**config.mk**
```make
export PLATFORM = sky130hd
export DESIGN_NAME = image_rms_difference_flat
export DESIGN_NICKNAME = d
export VERILOG_FILES = /design/src/rtl/core/irmsd_pkg.sv /design/src/rtl/core/irmsd_if.sv /design/src/rtl/core/irmsd_divsqrt.sv /design/src/rtl/core/image_rms_difference.sv /design/src/flat_wrapper.sv
export SDC_FILE = /design/constraint.sdc
export NUM_CORES = 2
export LEC_CHECK = 0
export ABC_AREA = 0
export BUFFER_PORTS_ARGS = -buffer_cell sky130_fd_sc_hd__buf_2
export CAP_MARGIN = 40
export CORE_MARGIN = 4
export CORE_UTILIZATION = 50
export CTS_BUF_LIST = sky130_fd_sc_hd__clkbuf_2
export DETAILED_ROUTE_END_ITERATION = 8
export GPL_ROUTABILITY_DRIVEN = 0
export PLACE_DENSITY = 0.74
export RECOVER_POWER = 50
export SLEW_MARGIN = 20
export SYNTH_ARGS = -nofsm -noshare
export SYNTH_HDL_FRONTEND = slang
export SYNTH_SLANG_ARGS = --single-unit
```
**constraint.sdc**
```tcl
create_clock -name clk -period 14.5 [get_ports clk]
set_input_delay 0.725 -clock clk [delete_from_list [all_inputs] [get_ports clk]]
set_output_delay 0.725 -clock clk [all_outputs]
set_load 0.05 [all_outputs]
```
**src/rtl/core/irmsd_pkg.sv**
```systemverilog
// Package for the image RMS difference block: fixed widths, register
// indexes, sequencer state types and the engine handshake structs.
// Depends on nothing; every other file of the block imports it.
`timescale 1ns / 1ps

package irmsd_pkg;

  localparam int SAMPLE_W      = 16;  // width of a sample field on the port
  localparam int REG_BITS      = 13;  // width of a dimension register
  localparam int SUM_BITS      = 58;  // squared-difference accumulator
  localparam int FRAC_BITS     = 16;  // scale of the quotient before the root
  localparam int NUM_BITS      = SUM_BITS + FRAC_BITS;
  localparam int QUO_BITS      = 48;  // quotients at or above 2^48 saturate
  localparam int RMS_BITS      = 24;
  localparam int ROOT_STEPS    = RMS_BITS;
  localparam int NUM_CNT_BITS  = $clog2(NUM_BITS + 1);
  localparam int CFG_DATA_BITS = 32;
  localparam int CFG_ADDR_BITS = 4;

  localparam logic [REG_BITS-1:0] REG_RESET = REG_BITS'(1);
  localparam logic [RMS_BITS-1:0] RMS_ONE   = RMS_BITS'(256);
  localparam logic [RMS_BITS-1:0] RMS_MAX   = {RMS_BITS{1'b1}};

  localparam logic STATUS_OK       = 1'b0;
  localparam logic STATUS_MISMATCH = 1'b1;

  typedef enum logic [1:0] {
    REG_WIDTH_FIRST,
    REG_WIDTH_SECOND,
    REG_HEIGHT_FIRST,
    REG_HEIGHT_SECOND
  } cfg_reg_t;

  typedef enum logic [2:0] {
    ST_IDLE,
    ST_SQUARE,
    ST_AREA,
    ST_SCALE,
    ST_START,
    ST_ROOT,
    ST_EMIT
  } ctl_state_t;

  typedef enum logic [1:0] {
    DV_IDLE,
    DV_DIVIDE,
    DV_ROOT,
    DV_DONE
  } eng_state_t;

  typedef struct packed {
    logic                start;
    logic [SUM_BITS-1:0] dividend;
  } eng_cmd_t;

  typedef struct packed {
    logic                done;
    logic [RMS_BITS-1:0] root;
  } eng_result_t;

endpackage

```
**src/rtl/core/irmsd_if.sv**
```systemverilog
// Stream interfaces of the image RMS difference block: pixel pairs in,
// results out, each with valid, ready and payload.
// Depends on irmsd_pkg for the field widths.
`timescale 1ns / 1ps

interface irmsd_in_if import irmsd_pkg::*; ();
  logic                valid;
  logic                ready;
  logic [SAMPLE_W-1:0] red_a;
  logic [SAMPLE_W-1:0] green_a;
  logic [SAMPLE_W-1:0] blue_a;
  logic [SAMPLE_W-1:0] red_b;
  logic [SAMPLE_W-1:0] green_b;
  logic [SAMPLE_W-1:0] blue_b;
  logic                final_pixel;

  modport source (
    output valid, red_a, green_a, blue_a, red_b, green_b, blue_b, final_pixel,
    input  ready
  );
  modport sink (
    input  valid, red_a, green_a, blue_a, red_b, green_b, blue_b, final_pixel,
    output ready
  );
endinterface

interface irmsd_out_if import irmsd_pkg::*; ();
  logic                valid;
  logic                ready;
  logic [RMS_BITS-1:0] rms_q8;
  logic                status;

  modport source (output valid, rms_q8, status, input ready);
  modport sink   (input valid, rms_q8, status, output ready);
endinterface

```
**src/rtl/core/irmsd_divsqrt.sv**
```systemverilog
// Divide-then-root engine: floor(sum * 2^16 / d) one quotient bit per cycle,
// then an integer square root two bits per cycle, on one shared subtractor.
// Depends on irmsd_pkg.
`timescale 1ns / 1ps

module irmsd_divsqrt import irmsd_pkg::*; #(
  parameter int DIV_BITS = 28
) (
  input  logic                clk,
  input  logic                rst_n,
  input  eng_cmd_t            cmd,
  input  logic [DIV_BITS-1:0] divisor,
  output eng_result_t         result
);

  localparam int SW = ((DIV_BITS + 1) > (QUO_BITS + 1)) ? DIV_BITS + 1 : QUO_BITS + 1;

  eng_state_t              state_r, state_nxt;
  logic [NUM_CNT_BITS-1:0] cnt_r, cnt_nxt;
  logic [NUM_BITS-1:0]     num_r, num_nxt;
  logic [DIV_BITS-1:0]     rem_r, rem_nxt;
  logic [DIV_BITS-1:0]     div_r, div_nxt;
  logic [QUO_BITS-1:0]     res_r, res_nxt;
  logic [QUO_BITS-1:0]     bit_r, bit_nxt;
  logic [RMS_BITS-1:0]     root_r, root_nxt;

  logic [DIV_BITS:0]       shifted;
  logic [QUO_BITS:0]       res_plus_bit;
  logic [SW-1:0]           op_a, op_b;
  logic [SW:0]             trial;
  logic                    borrow;
  logic                    div_last, root_last, saturate;

  // The one subtractor: remainder minus divisor, or radicand minus trial root.
  assign shifted      = {rem_r, num_r[NUM_BITS-1]};
  assign res_plus_bit = {1'b0, res_r} + {1'b0, bit_r};
  assign op_a   = (state_r == DV_DIVIDE) ? SW'(shifted) : SW'(num_r[QUO_BITS-1:0]);
  assign op_b   = (state_r == DV_DIVIDE) ? SW'(div_r) : SW'(res_plus_bit);
  assign trial  = {1'b0, op_a} - {1'b0, op_b};
  assign borrow = trial[SW];

  assign div_last  = (cnt_r == NUM_CNT_BITS'(NUM_BITS - 1));
  assign root_last = (cnt_r == NUM_CNT_BITS'(ROOT_STEPS - 1));
  assign saturate  = |num_nxt[NUM_BITS-1:QUO_BITS];

  always_comb begin
    state_nxt = state_r;
    unique case (state_r)
      DV_IDLE: begin
        if (cmd.start) begin
          state_nxt = DV_DIVIDE;
        end
      end
      DV_DIVIDE: begin
        if (div_last) begin
          state_nxt = saturate ? DV_DONE : DV_ROOT;
        end
      end
      DV_ROOT: begin
        if (root_last) begin
          state_nxt = DV_DONE;
        end
      end
      DV_DONE: state_nxt = DV_IDLE;
      default: state_nxt = DV_IDLE;
    endcase
  end

  always_comb begin
    cnt_nxt  = cnt_r;
    num_nxt  = num_r;
    rem_nxt  = rem_r;
    div_nxt  = div_r;
    res_nxt  = res_r;
    bit_nxt  = bit_r;
    root_nxt = root_r;
    unique case (state_r)
      DV_IDLE: begin
        if (cmd.start) begin
          num_nxt = {cmd.dividend, {FRAC_BITS{1'b0}}};
          rem_nxt = '0;
          div_nxt = divisor;
          cnt_nxt = '0;
        end
      end
      DV_DIVIDE: begin
        if (borrow) begin
          rem_nxt = shifted[DIV_BITS-1:0];
        end else begin
          rem_nxt = trial[DIV_BITS-1:0];
        end
        num_nxt = {num_r[NUM_BITS-2:0], ~borrow};
        cnt_nxt = div_last ? '0 : cnt_r + 1'b1;
        res_nxt = '0;
        bit_nxt = QUO_BITS'(1) << (QUO_BITS - 2);
        if (div_last && saturate) begin
          root_nxt = RMS_MAX;
        end
      end
      DV_ROOT: begin
        if (borrow) begin
          res_nxt = res_r >> 1;
        end else begin
          num_nxt[QUO_BITS-1:0] = trial[QUO_BITS-1:0];
          res_nxt = (res_r >> 1) + bit_r;
        end
        bit_nxt = bit_r >> 2;
        cnt_nxt = cnt_r + 1'b1;
        if (root_last) begin
          root_nxt = res_nxt[RMS_BITS-1:0];
        end
      end
      DV_DONE: begin
      end
      default: begin
      end
    endcase
  end

  always_ff @(posedge clk) begin
    if (!rst_n) begin
      state_r <= DV_IDLE;
      cnt_r   <= '0;
    end else begin
      state_r <= state_nxt;
      cnt_r   <= cnt_nxt;
    end
  end

  always_ff @(posedge clk) begin
    num_r  <= num_nxt;
    rem_r  <= rem_nxt;
    div_r  <= div_nxt;
    res_r  <= res_nxt;
    bit_r  <= bit_nxt;
    root_r <= root_nxt;
  end

  assign result.done = (state_r == DV_DONE);
  assign result.root = root_r;

endmodule

```
**src/rtl/core/image_rms_difference.sv**
```systemverilog
// Top level of the image RMS difference block: configuration registers,
// squaring sequencer with one shared multiplier, and the result register.
// Depends on irmsd_pkg, irmsd_if and irmsd_divsqrt.
`timescale 1ns / 1ps

//  Channel   Direction  Handshake             Payload
//  in_ch     sink       valid / ready         red/green/blue of a and b, final_pixel
//  out_ch    source     valid / ready         rms_q8 (Q16.8), status
//  cfg_*     slave      APB, pready always 1  four 13-bit dimension registers
//
// A pixel pair that is not the last is handled in the acceptance cycle and
// four passes through the shared multiplier, one per color plus a final add.
// The last pair of an image then runs the divide engine (74 quotient bits,
// one per cycle) and the root (24 steps, skipped if the quotient saturates);
// a dimension mismatch or an empty overlap skips the engine.
// Reset is synchronous and active low; it clears the accumulator and sets
// every dimension register to 1. A stalled result sits in the output
// register while the next image's pixel pairs are already being accepted.

module image_rms_difference import irmsd_pkg::*; #(
  parameter int MAX_DIMENSION = 4096,
  parameter int SAMPLE_BITS   = 16
) (
  input  logic                     clk,
  input  logic                     rst_n,
  irmsd_in_if.sink                 in_ch,
  irmsd_out_if.source              out_ch,
  input  logic                     cfg_psel,
  input  logic                     cfg_penable,
  input  logic                     cfg_pwrite,
  input  logic [CFG_ADDR_BITS-1:0] cfg_paddr,
  input  logic [CFG_DATA_BITS-1:0] cfg_pwdata,
  output logic [CFG_DATA_BITS-1:0] cfg_prdata,
  output logic                     cfg_pready
);

  // Clamped dimensions never exceed MAX_DIMENSION nor the register range.
  localparam int DIM_BITS  = $clog2(MAX_DIMENSION + 1);
  localparam int CW        = (DIM_BITS < REG_BITS) ? DIM_BITS : REG_BITS;
  localparam int CLAMP_VAL = (MAX_DIMENSION < (2 ** REG_BITS - 1)) ?
                             MAX_DIMENSION : (2 ** REG_BITS - 1);
  localparam int DW        = 2 * CW + 2;   // holds 3 * w * h
  localparam int MW        = (SAMPLE_BITS > CW) ? SAMPLE_BITS : CW;
  localparam logic [1:0] SQ_LAST = 2'd3;

  // ---------------------------------------------------------------------
  // Configuration registers. Only the register index bits are decoded.
  // ---------------------------------------------------------------------
  logic [REG_BITS-1:0] width_first_r, width_second_r;
  logic [REG_BITS-1:0] height_first_r, height_second_r;
  logic                cfg_write;
  cfg_reg_t            cfg_sel;
  logic [REG_BITS-1:0] cfg_read;

  assign cfg_pready = 1'b1;
  assign cfg_write  = cfg_psel && cfg_penable && cfg_pwrite;
  assign cfg_sel    = cfg_reg_t'(cfg_paddr[3:2]);

  always_ff @(posedge clk) begin
    if (!rst_n) begin
      width_first_r   <= REG_RESET;
      width_second_r  <= REG_RESET;
      height_first_r  <= REG_RESET;
      height_second_r <= REG_RESET;
    end else if (cfg_write) begin
      unique case (cfg_sel)
        REG_WIDTH_FIRST:   width_first_r   <= cfg_pwdata[REG_BITS-1:0];
        REG_WIDTH_SECOND:  width_second_r  <= cfg_pwdata[REG_BITS-1:0];
        REG_HEIGHT_FIRST:  height_first_r  <= cfg_pwdata[REG_BITS-1:0];
        REG_HEIGHT_SECOND: height_second_r <= cfg_pwdata[REG_BITS-1:0];
        default: begin
        end
      endcase
    end
  end

  always_comb begin
    unique case (cfg_sel)
      REG_WIDTH_FIRST:   cfg_read = width_first_r;
      REG_WIDTH_SECOND:  cfg_read = width_second_r;
      REG_HEIGHT_FIRST:  cfg_read = height_first_r;
      REG_HEIGHT_SECOND: cfg_read = height_second_r;
      default:           cfg_read = '0;
    endcase
  end
  assign cfg_prdata = {{(CFG_DATA_BITS - REG_BITS){1'b0}}, cfg_read};

  // ---------------------------------------------------------------------
  // Overlap size and the special cases, from the raw register values.
  // ---------------------------------------------------------------------
  logic [REG_BITS-1:0] w_raw, h_raw, w_lim, h_lim, w_dist, h_dist;
  logic [CW-1:0]       w_clamp, h_clamp;
  logic                mismatch, empty_area;

  assign w_dist = (width_first_r > width_second_r) ? width_first_r - width_second_r
                                                   : width_second_r - width_first_r;
  assign h_dist = (height_first_r > height_second_r) ? height_first_r - height_second_r
                                                     : height_second_r - height_first_r;
  assign mismatch = (w_dist > REG_BITS'(1)) || (h_dist > REG_BITS'(1));

  assign w_raw = (width_first_r < width_second_r) ? width_first_r : width_second_r;
  assign h_raw = (height_first_r < height_second_r) ? height_first_r : height_second_r;
  assign w_lim = (w_raw > REG_BITS'(CLAMP_VAL)) ? REG_BITS'(CLAMP_VAL) : w_raw;
  assign h_lim = (h_raw > REG_BITS'(CLAMP_VAL)) ? REG_BITS'(CLAMP_VAL) : h_raw;
  assign w_clamp    = w_lim[CW-1:0];
  assign h_clamp    = h_lim[CW-1:0];
  assign empty_area = (w_raw == '0) || (h_raw == '0);

  // ---------------------------------------------------------------------
  // Sequencer and datapath registers.
  // ---------------------------------------------------------------------
  ctl_state_t           state_r, state_nxt;
  logic [1:0]           sq_cnt_r, sq_cnt_nxt;
  logic [SUM_BITS-1:0]  acc_r, acc_nxt;
  logic [2*MW-1:0]      prod_r, prod_nxt;
  logic [DW-1:0]        d_r, d_nxt;
  logic [RMS_BITS-1:0]  res_r, res_nxt;
  logic                 stat_r, stat_nxt;
  logic                 final_r;
  logic [SAMPLE_BITS-1:0] red_a_r, green_a_r, blue_a_r;
  logic [SAMPLE_BITS-1:0] red_b_r, green_b_r, blue_b_r;
  logic                 out_valid_r, out_valid_nxt;
  logic [RMS_BITS-1:0]  out_rms_r, out_rms_nxt;
  logic                 out_status_r, out_status_nxt;

  logic                 in_accept;
  logic [SAMPLE_BITS-1:0] sel_a, sel_b, abs_diff;
  logic [MW-1:0]        mul_a, mul_b;
  logic [2*MW-1:0]      mul_p;
  logic [2*CW-1:0]      area;
  eng_cmd_t             eng_cmd;
  eng_result_t          eng_res;
  logic                 out_free;

  assign in_ch.ready = (state_r == ST_IDLE);
  assign in_accept   = in_ch.valid && in_ch.ready;
  assign out_free    = !out_valid_r || out_ch.ready;

  // Pick the color pair for this pass and take its absolute difference.
  always_comb begin
    unique case (sq_cnt_r)
      2'd0:    begin sel_a = red_a_r;   sel_b = red_b_r;   end
      2'd1:    begin sel_a = green_a_r; sel_b = green_b_r; end
      2'd2:    begin sel_a = blue_a_r;  sel_b = blue_b_r;  end
      default: begin sel_a = red_a_r;   sel_b = red_b_r;   end
    endcase
  end
  assign abs_diff = (sel_a > sel_b) ? sel_a - sel_b : sel_b - sel_a;

  // The shared multiplier squares differences and later forms w * h.
  assign mul_a = (state_r == ST_AREA) ? MW'(w_clamp) : MW'(abs_diff);
  assign mul_b = (state_r == ST_AREA) ? MW'(h_clamp) : MW'(abs_diff);
  assign mul_p = mul_a * mul_b;
  assign area  = prod_r[2*CW-1:0];

  always_comb begin
    state_nxt = state_r;
    unique case (state_r)
      ST_IDLE: begin
        if (in_accept) begin
          state_nxt = ST_SQUARE;
        end
      end
      ST_SQUARE: begin
        if (sq_cnt_r == SQ_LAST) begin
          state_nxt = final_r ? ST_AREA : ST_IDLE;
        end
      end
      ST_AREA:  state_nxt = (mismatch || empty_area) ? ST_EMIT : ST_SCALE;
      ST_SCALE: state_nxt = ST_START;
      ST_START: state_nxt = ST_ROOT;
      ST_ROOT: begin
        if (eng_res.done) begin
          state_nxt = ST_EMIT;
        end
      end
      ST_EMIT: begin
        if (out_free) begin
          state_nxt = ST_IDLE;
        end
      end
      default: state_nxt = ST_IDLE;
    endcase
  end

  always_comb begin
    sq_cnt_nxt       = sq_cnt_r;
    acc_nxt          = acc_r;
    prod_nxt         = prod_r;
    d_nxt            = d_r;
    res_nxt          = res_r;
    stat_nxt         = stat_r;
    eng_cmd.start    = 1'b0;
    eng_cmd.dividend = acc_r;
    out_valid_nxt    = out_valid_r && !out_ch.ready;
    out_rms_nxt      = out_rms_r;
    out_status_nxt   = out_status_r;
    unique case (state_r)
      ST_IDLE: begin
        sq_cnt_nxt = '0;
      end
      ST_SQUARE: begin
        // The product of one pass is added during the next one.
        prod_nxt   = mul_p;
        sq_cnt_nxt = sq_cnt_r + 1'b1;
        if (sq_cnt_r != 2'd0) begin
          acc_nxt = acc_r + SUM_BITS'(prod_r);
        end
      end
      ST_AREA: begin
        prod_nxt = mul_p;
        if (mismatch) begin
          res_nxt  = RMS_ONE;
          stat_nxt = STATUS_MISMATCH;
          acc_nxt  = '0;
        end else if (empty_area) begin
          res_nxt  = '0;
          stat_nxt = STATUS_OK;
          acc_nxt  = '0;
        end
      end
      ST_SCALE: begin
        d_nxt = {2'b00, area} + {1'b0, area, 1'b0};
      end
      ST_START: begin
        // The engine takes the sum now, so the next image may start fresh.
        eng_cmd.start = 1'b1;
        acc_nxt       = '0;
      end
      ST_ROOT: begin
        if (eng_res.done) begin
          res_nxt  = eng_res.root;
          stat_nxt = STATUS_OK;
        end
      end
      ST_EMIT: begin
        if (out_free) begin
          out_valid_nxt  = 1'b1;
          out_rms_nxt    = res_r;
          out_status_nxt = stat_r;
        end
      end
      default: begin
      end
    endcase
  end

  always_ff @(posedge clk) begin
    if (!rst_n) begin
      state_r     <= ST_IDLE;
      sq_cnt_r    <= '0;
      acc_r       <= '0;
      out_valid_r <= 1'b0;
    end else begin
      state_r     <= state_nxt;
      sq_cnt_r    <= sq_cnt_nxt;
      acc_r       <= acc_nxt;
      out_valid_r <= out_valid_nxt;
    end
  end

  always_ff @(posedge clk) begin
    prod_r       <= prod_nxt;
    d_r          <= d_nxt;
    res_r        <= res_nxt;
    stat_r       <= stat_nxt;
    out_rms_r    <= out_rms_nxt;
    out_status_r <= out_status_nxt;
    if (in_accept) begin
      red_a_r   <= in_ch.red_a[SAMPLE_BITS-1:0];
      green_a_r <= in_ch.green_a[SAMPLE_BITS-1:0];
      blue_a_r  <= in_ch.blue_a[SAMPLE_BITS-1:0];
      red_b_r   <= in_ch.red_b[SAMPLE_BITS-1:0];
      green_b_r <= in_ch.green_b[SAMPLE_BITS-1:0];
      blue_b_r  <= in_ch.blue_b[SAMPLE_BITS-1:0];
      final_r   <= in_ch.final_pixel;
    end
  end

  // Quotient and square root of the finished sum.
  irmsd_divsqrt #(
    .DIV_BITS (DW)
  ) u_divsqrt (
    .clk     (clk),
    .rst_n   (rst_n),
    .cmd     (eng_cmd),
    .divisor (d_r),
    .result  (eng_res)
  );

  assign out_ch.valid  = out_valid_r;
  assign out_ch.rms_q8 = out_rms_r;
  assign out_ch.status = out_status_r;

endmodule

```
**src/flat_wrapper.sv**
```systemverilog
// flat-port wrapper written by rule: the top's interface ports become plain ports
module image_rms_difference_flat import irmsd_pkg::*;
#(
  parameter int MAX_DIMENSION = 4096,
  parameter int SAMPLE_BITS   = 16
)
  (clk, rst_n, cfg_psel, cfg_penable, cfg_pwrite, cfg_paddr, cfg_pwdata, cfg_prdata, cfg_pready, in_ch_valid, in_ch_red_a, in_ch_green_a, in_ch_blue_a, in_ch_red_b, in_ch_green_b, in_ch_blue_b, in_ch_final_pixel, in_ch_ready, out_ch_valid, out_ch_rms_q8, out_ch_status, out_ch_ready);
  irmsd_in_if in_ch_i ();
  irmsd_out_if out_ch_i ();
  input  logic clk;
  input  logic rst_n;
  input  logic cfg_psel;
  input  logic cfg_penable;
  input  logic cfg_pwrite;
  input  logic [CFG_ADDR_BITS-1:0] cfg_paddr;
  input  logic [CFG_DATA_BITS-1:0] cfg_pwdata;
  output logic [CFG_DATA_BITS-1:0] cfg_prdata;
  output logic cfg_pready;
  input wire logic [$bits(in_ch_i.valid)-1:0] in_ch_valid;
  input wire logic [$bits(in_ch_i.red_a)-1:0] in_ch_red_a;
  input wire logic [$bits(in_ch_i.green_a)-1:0] in_ch_green_a;
  input wire logic [$bits(in_ch_i.blue_a)-1:0] in_ch_blue_a;
  input wire logic [$bits(in_ch_i.red_b)-1:0] in_ch_red_b;
  input wire logic [$bits(in_ch_i.green_b)-1:0] in_ch_green_b;
  input wire logic [$bits(in_ch_i.blue_b)-1:0] in_ch_blue_b;
  input wire logic [$bits(in_ch_i.final_pixel)-1:0] in_ch_final_pixel;
  output wire logic [$bits(in_ch_i.ready)-1:0] in_ch_ready;
  output wire logic [$bits(out_ch_i.valid)-1:0] out_ch_valid;
  output wire logic [$bits(out_ch_i.rms_q8)-1:0] out_ch_rms_q8;
  output wire logic [$bits(out_ch_i.status)-1:0] out_ch_status;
  input wire logic [$bits(out_ch_i.ready)-1:0] out_ch_ready;
  assign in_ch_i.valid = in_ch_valid;
  assign in_ch_i.red_a = in_ch_red_a;
  assign in_ch_i.green_a = in_ch_green_a;
  assign in_ch_i.blue_a = in_ch_blue_a;
  assign in_ch_i.red_b = in_ch_red_b;
  assign in_ch_i.green_b = in_ch_green_b;
  assign in_ch_i.blue_b = in_ch_blue_b;
  assign in_ch_i.final_pixel = in_ch_final_pixel;
  assign in_ch_ready = in_ch_i.ready;
  assign out_ch_valid = out_ch_i.valid;
  assign out_ch_rms_q8 = out_ch_i.rms_q8;
  assign out_ch_status = out_ch_i.status;
  assign out_ch_i.ready = out_ch_ready;
  image_rms_difference #(.MAX_DIMENSION(MAX_DIMENSION), .SAMPLE_BITS(SAMPLE_BITS)) u_core (.clk(clk), .rst_n(rst_n), .in_ch(in_ch_i), .out_ch(out_ch_i), .cfg_psel(cfg_psel), .cfg_penable(cfg_penable), .cfg_pwrite(cfg_pwrite), .cfg_paddr(cfg_paddr), .cfg_pwdata(cfg_pwdata), .cfg_prdata(cfg_prdata), .cfg_pready(cfg_pready));
endmodule
```
# After elaboration in Yosys (flattened, before gate mapping)
# Cells that the tools add are included.
word_totals:
  reg_bits: 582
  inputBits: 140
  out_inout_bits: 60
  wordCells: 179
op_classes:
  add_sub_neg: 13
  n_mul: 1
  order_cmp: 9
  eq_ne: 28
  n_mux: 58
  n_bitwise: 1
  reduce_logical: 39
ops:
  columns: ["operator", "n"]
  rows:
  - ["one-hot mux 48 bit (2 select lines)", 2]
  - ["two-way mux 58 bit", 3]
  - ["one-hot mux 58 bit (3 select lines)", 1]
  - ["two-way mux 48 bit", 3]
  - ["one-hot mux 48 bit (3 select lines)", 1]
  - ["two-way mux 24 bit", 5]
  - ["one-hot mux 24 bit (2 select lines)", 2]
  - ["two-way mux 13 bit", 6]
  - ["two-way mux 74 bit", 1]
  - ["one-hot mux 16 bit (2 select lines)", 2]
  - ["adder 58 x 32 -> 58 bit", 1]
  - ["two-way mux 28 bit", 2]
  - ["one-hot mux 28 bit (2 select lines)", 1]
  - ["one-hot mux 13 bit (4 select lines)", 1]
  - ["one-hot mux 26 bit (2 select lines)", 1]
  - ["subtractor 13 bit", 4]
  - ["subtractor 48 x 49 -> 50 bit", 1]
  - ["adder 48 x 48 -> 49 bit", 1]
  - ["two-way mux 49 bit", 1]
  - ["adder 47 x 48 -> 48 bit", 1]
  - ["two-way mux 16 bit", 3]
  - ["multiplier 16 x 16 -> 32 bit", 1]
  - ["subtractor 16 bit", 2]
  - ["adder 26 x 27 -> 28 bit", 1]
  - ["other kinds (40)", 102]

# Longest topological paths before layout
depth:
  word_depth: 8
  depth_mapped: 47
  ltp_nobuf: 42

# Cells and area by module
# Synthesis repeated with hierarchy kept, for this count alone.
hier_totals:
  cells_unflattened: 4853
  area_unflattened_um2: 45577.5
by_module_without_submodules:
  columns: ["module", "n_inst", "cells_each", "area_each_um2", "seq_area_each_um2"]
  rows:
  - ["image_rms_difference", 1, 3134, 28959.0, 8538.2]
  - ["irmsd_divsqrt", 1, 1719, 16618.4, 6706.4]

# Worst setup path before layout
# Ideal clock, no wire load.
synth_path:
  path_kind: "reg-to-reg"
  start: "register u_core.sq_cnt_r[0]"
  end: "register u_core.prod_r[31], data pin"
  setup_time_ps: 259
  t_arrival_ps: 10281
  required_ps: 14241
  setup_slack_ps: 3959
  stages_incl_launch_ff: 46
  path_buffers: 5
  period_less_slack_ps: 10541
  path_cell_list: "dfxtp_1 -> inv_1 -> ha_1 -> clkbuf_1 -> buf_1 -> nor2_1 -> a21oi_1 -> inv_1 -> ha_1 -> fa_1 -> nand2b_1 -> a21oi_1 -> o221a_2 -> nor3_1 -> o41ai_2 -> buf_2 -> buf_2 -> mux2i_1 -> [10 not listed] -> inv_1 -> fa_1 -> fa_1 -> inv_1 -> fa_1 -> inv_1 -> ha_1 -> and4_1 -> nand2_1 -> or2_2 -> o221ai_1 -> a31oi_1 -> o211a_1 -> nor2_1 -> a41o_1 -> a21o_1 -> a21oi_1 -> xnor2_1"
synth_via:
  elab_chain_cells: 6
  word_cells_on_any_way: 11
  classes_between: "add/sub: 2; mul: 1; order compare: 1; eq/ne: 2; mux: 5"
synth_rtl:
  columns: ["element", "line", "rtl"]
  rows:
  - ["start, declared", "image_rms_difference.sv:113", "logic [1:0] sq_cnt_r, sq_cnt_nxt;"]
  - ["start signal, assigned", "image_rms_difference.sv:256", "sq_cnt_r <= sq_cnt_nxt;"]
  - ["equality test 2 bit / equality test 2 x 1 -> 1 bit (equally long branches)", "image_rms_difference.sv:141", "unique case (sq_cnt_r)"]
  - ["one-hot mux 16 bit (2 select lines)", "image_rms_difference.sv:141", null]
  - ["subtractor 16 bit / greater-than comparator 16 bit (equally long branches)", "image_rms_difference.sv:148", "assign abs_diff = (sel_a > sel_b) ? sel_a - sel_b : sel_b - sel_a;"]
  - ["two-way mux 16 bit (*)", "image_rms_difference.sv:148", null]
  - ["two-way mux 16 bit, on equally long branches", "image_rms_difference.sv:151, image_rms_difference.sv:152", null]
  - ["multiplier 16 x 16 -> 32 bit (*)", "image_rms_difference.sv:153", "assign mul_p = mul_a * mul_b;"]
  - ["net u_core.mul_p[31]", "image_rms_difference.sv:129", "logic [2*MW-1:0] mul_p;"]
  - ["end signal, assigned", "image_rms_difference.sv:263", "prod_r <= prod_nxt;"]
  - ["end, declared", "image_rms_difference.sv:115", "logic [2*MW-1:0] prod_r, prod_nxt;"]
# The timed path passes the listed nets; every way through them passes the cells marked *.
# A chain may end at the register's enable or synchronous reset.

# Final worst setup path
# Same ends and word-level chain as after synthesis.

==> run_results.csv <==
group,metric,value,unit
clock_tree,cts-buffers-inserted,144,
timing,tightest_slew,3.28,ns
synth,synthArstFlopShare,0,%
setup_path,cp-end-kind,"flop",
drt,wire_per_inst,19.0,microns
timing,setup_tns,0,ns
clock_tree,clk_latency,1.43,ns
synth,ys_ff_latch,558,
synth,syn_area,44000,sq um
floorplanning,die_area,92700,sq um
run,maxCapViolations,9,
global_routing,track_usage,25.6,%
final_layout,nets,5775,
timing,fin_crit,12.28,ns
timing,setup_viol,0,
synth,synth_ff_type,"edfxtp_1",
timing,fmax,81.4,MHz
drt,wirelength,121,mm
floorplanning,rows,108,
synth,synthDistinctLibCells,96,
final_layout,fill_cells,7396,
clock_tree,clock-sinks,558,
clock_tree,ctsResizeCount,0,
clock_tree,cts_setup_buffers,0,
setup_path,cp.arrival,13.36,ns
synth,synthDominantCellAreaShare,27.8,%
synth,synth.avg_cell_area,9.33,sq um
drt,num_vias,37601,
setup_path,worstSetupPathType,"flop to flop",
global_routing,grt_overflow,0,
final_layout,drive_above_1_share,10.4,%
floorplanning,die_w,305,microns
clock_tree,cts.path.max_buffers,3,
clock_tree,ctsHoldBuffers,224,
clock_tree,clk_pin_slew,0.12,ns
global_routing,grt_max_degree,77,
setup_path,slowest_delay,0.65,ns
timing,hold_viol,0,
final_layout,layout_common_cells,"496 x nand2_1, 408 x nor2_1, 407 x edfxtp_1, 379 x inv_1, 356 x a21oi_1",
setup_path,path_common_cell,"fa_1",
synth,synth_seq_area_share,34.7,%
status,violations,"max-capacitance violations, max-slew violations",
drt,first_pass_iters,6,
global_routing,grt_pass1_wl,195,mm
drt,dr.first_iter.drc_count,3323,
setup_path,cp_num_buf_inv,7,
global_routing,first_global_vias,37386,
timing,slew_violations,349,
drt,drc_errors,0,
global_routing,antenna_found_initial,3,
floorplanning,die_y,305,microns
synth,synth_edf_count,407,
setup_path,critPathMaxFanout,62,
status,run_status,"complete, but fails checks",
setup_path,path_delay_family,"adder cells",
synth,synth_area_leaders,"edfxtp_1 28%, ha_1 9.9%, fa_1 9.1%",
clock_tree,htreeDepth,4,
clock_tree,cts_root_buf,"clkbuf_2",
floorplanning,ioPinCount,200,
floorplanning,start_util,50.5,%
drt,ant_nets,0,
final_layout,final_common_cell,"nand2_1",
setup_path,start_kind,"flop",
timing,rsz0062_at_grt,"no",
min_path,hold_path.class,"input port to flop",
setup_path,crit_slowest_cell,"inv_1",
synth,synth_top_area_cell,"edfxtp_1",
final_layout,areaGrowthSynthToFinish,12.3,%
synth,synth_cells,4714,
timing,slew_headroom,-119,%
timing,fin_crit_sh,84.7,%
floorplanning,core_area,87000,sq um
place,portBuffers,158,
synth,ys_warn_count,0,
timing,clock_skew,0.102,ns
clock_tree,cts_tree,"yes",
drt,vias_per_cell,5.91,
setup_path,required,15.58,ns
place,hpwl,83.2,mm
[area by class of cell]
| type | count | area (sq um) | share of cell area, % |
|---|---|---|---|
| multi-input cells | 3565 | 26400 | 53.5 |
| flip-flops and latches | 558 | 15200 | 30.9 |
| repair buffers | 438 | 3460 | 7.01 |
| well taps | 1155 | 1450 | 2.93 |
| inverters | 381 | 1430 | 2.90 |
| clock buffers | 206 | 1030 | 2.09 |
| clock inverters | 59 | 337 | 0.682 |
| diodes | 5 | 12.5 | 0.0253 |
[state kept, by name, indices dropped and copies added (netlist names), 24 cells and up]
register	count
u_core.u_divsqrt.res_r	48
u_core.acc_r	58
u_core.u_divsqrt.rem_r	28
u_core.u_divsqrt.num_r	74
u_core.prod_r	32
u_core.d_r	28
u_core.u_divsqrt.root_r	24
u_core.res_r	24
u_core.u_divsqrt.div_r	28
u_core.out_ch.rms_q8	24
u_core.u_divsqrt.bit_r	24
[per-stage QoR]
stage / setup WS (ns) / utilization (%) / cells / hold WS (ns) / instance area [sq um]
4_1_cts: 2.52 / 56.8 / 6359 / 0.00323 / 49400
5_1_grt: 1.65 / 56.7 / 6367 / 0.145 / 49400
3_3_place_gp: 2.80 / 52.5 / 5862 / 0.401 / 45700
6_report: 2.22 / 56.7 / 6367 / 0.196 / 49400
2_1_floorplan: 3.96 / - / 4732 / 0.400 / 44000
3_5_place_dp: 2.59 / 52.7 / 5870 / 0.405 / 45800
[synthesized netlist by cell type, types with 24 or more instances]
cell type / number
nand2_1: 496
nor2_1: 411
edfxtp_1: 407
inv_1: 379
a21oi_1: 359
ha_1: 347
o21ai_0: 207
fa_1: 200
clkbuf_1: 166
xnor2_1: 154
dfxtp_1: 151
nand3_1: 106
a21o_1: 96
nor2b_1: 84
and2_1: 77
mux2i_1: 77
xor2_1: 76
nor3_1: 69
a22oi_1: 61
a31oi_1: 48
o21a_1: 47
nand4_1: 43
a211oi_1: 42
nand2b_1: 42
mux2_2: 35
or3_1: 35
o211ai_1: 30
o31ai_1: 29
a221o_1: 26
and3_1: 26
o21bai_1: 26
a22o_1: 25
or4_1: 24
[worst reg2reg max path, delay by kind of cell, from the launching register on]
family / cells / cell delay (ns)
xor gates and xnor gates: 2 / 0.28
muxes: 1 / 0.41
and+or+nand+nor: 5 / 0.95
buffers and inverters: 7 / 1.82
adders and majority gates: 10 / 4.55
AOI/OAI and AO/OA: 14 / 3.57
DFF: 1 / 0.40
[kinds of logic after synthesis]
family | after synthesis | share of synthesized area, %
XOR/XNOR | 230 | 4.58
AO/OA/AOI/OAI | 1150 | 17.0
buffers and inverters | 609 | 5.54
other | 2 | 0.0171
multiplexers | 126 | 3.37
flip-flops | 558 | 34.7
AND/OR/NAND/NOR | 1492 | 15.9
adder cells (fa/ha/maj) | 547 | 19.0
[worst paths after layout]
| path | cells past startpoint | start | endpoint | slack, ns |
|---|---|---|---|---|
| worst max-delay path | 39 | u_core.sq_cnt_r[0] | u_core.prod_r[31] | 2.22 |
| worst min-delay path | 4 | cfg_pwdata[6] | u_core.height_second_r[6] | 0.20 |
| worst max register to register | 39 | u_core.sq_cnt_r[0] | u_core.prod_r[31] | 2.22 |
| worst min register to register | 0 | u_core.d_r[3] | u_core.u_divsqrt.div_r[3] | 0.40 |
[routing by layer]
metal	vias up	part of all wire, %	global-route usage, %
li1	17516	-	-
met2	1759	48	42.8
met5	-	0	0
met1	17869	40	31.4
met3	457	7.6	5.01
met4	0	5.2	13.8
Power is left out: the tool's default activity adds up to more than one toggle a clock period on the data nets, which glitch-free logic cannot reach.
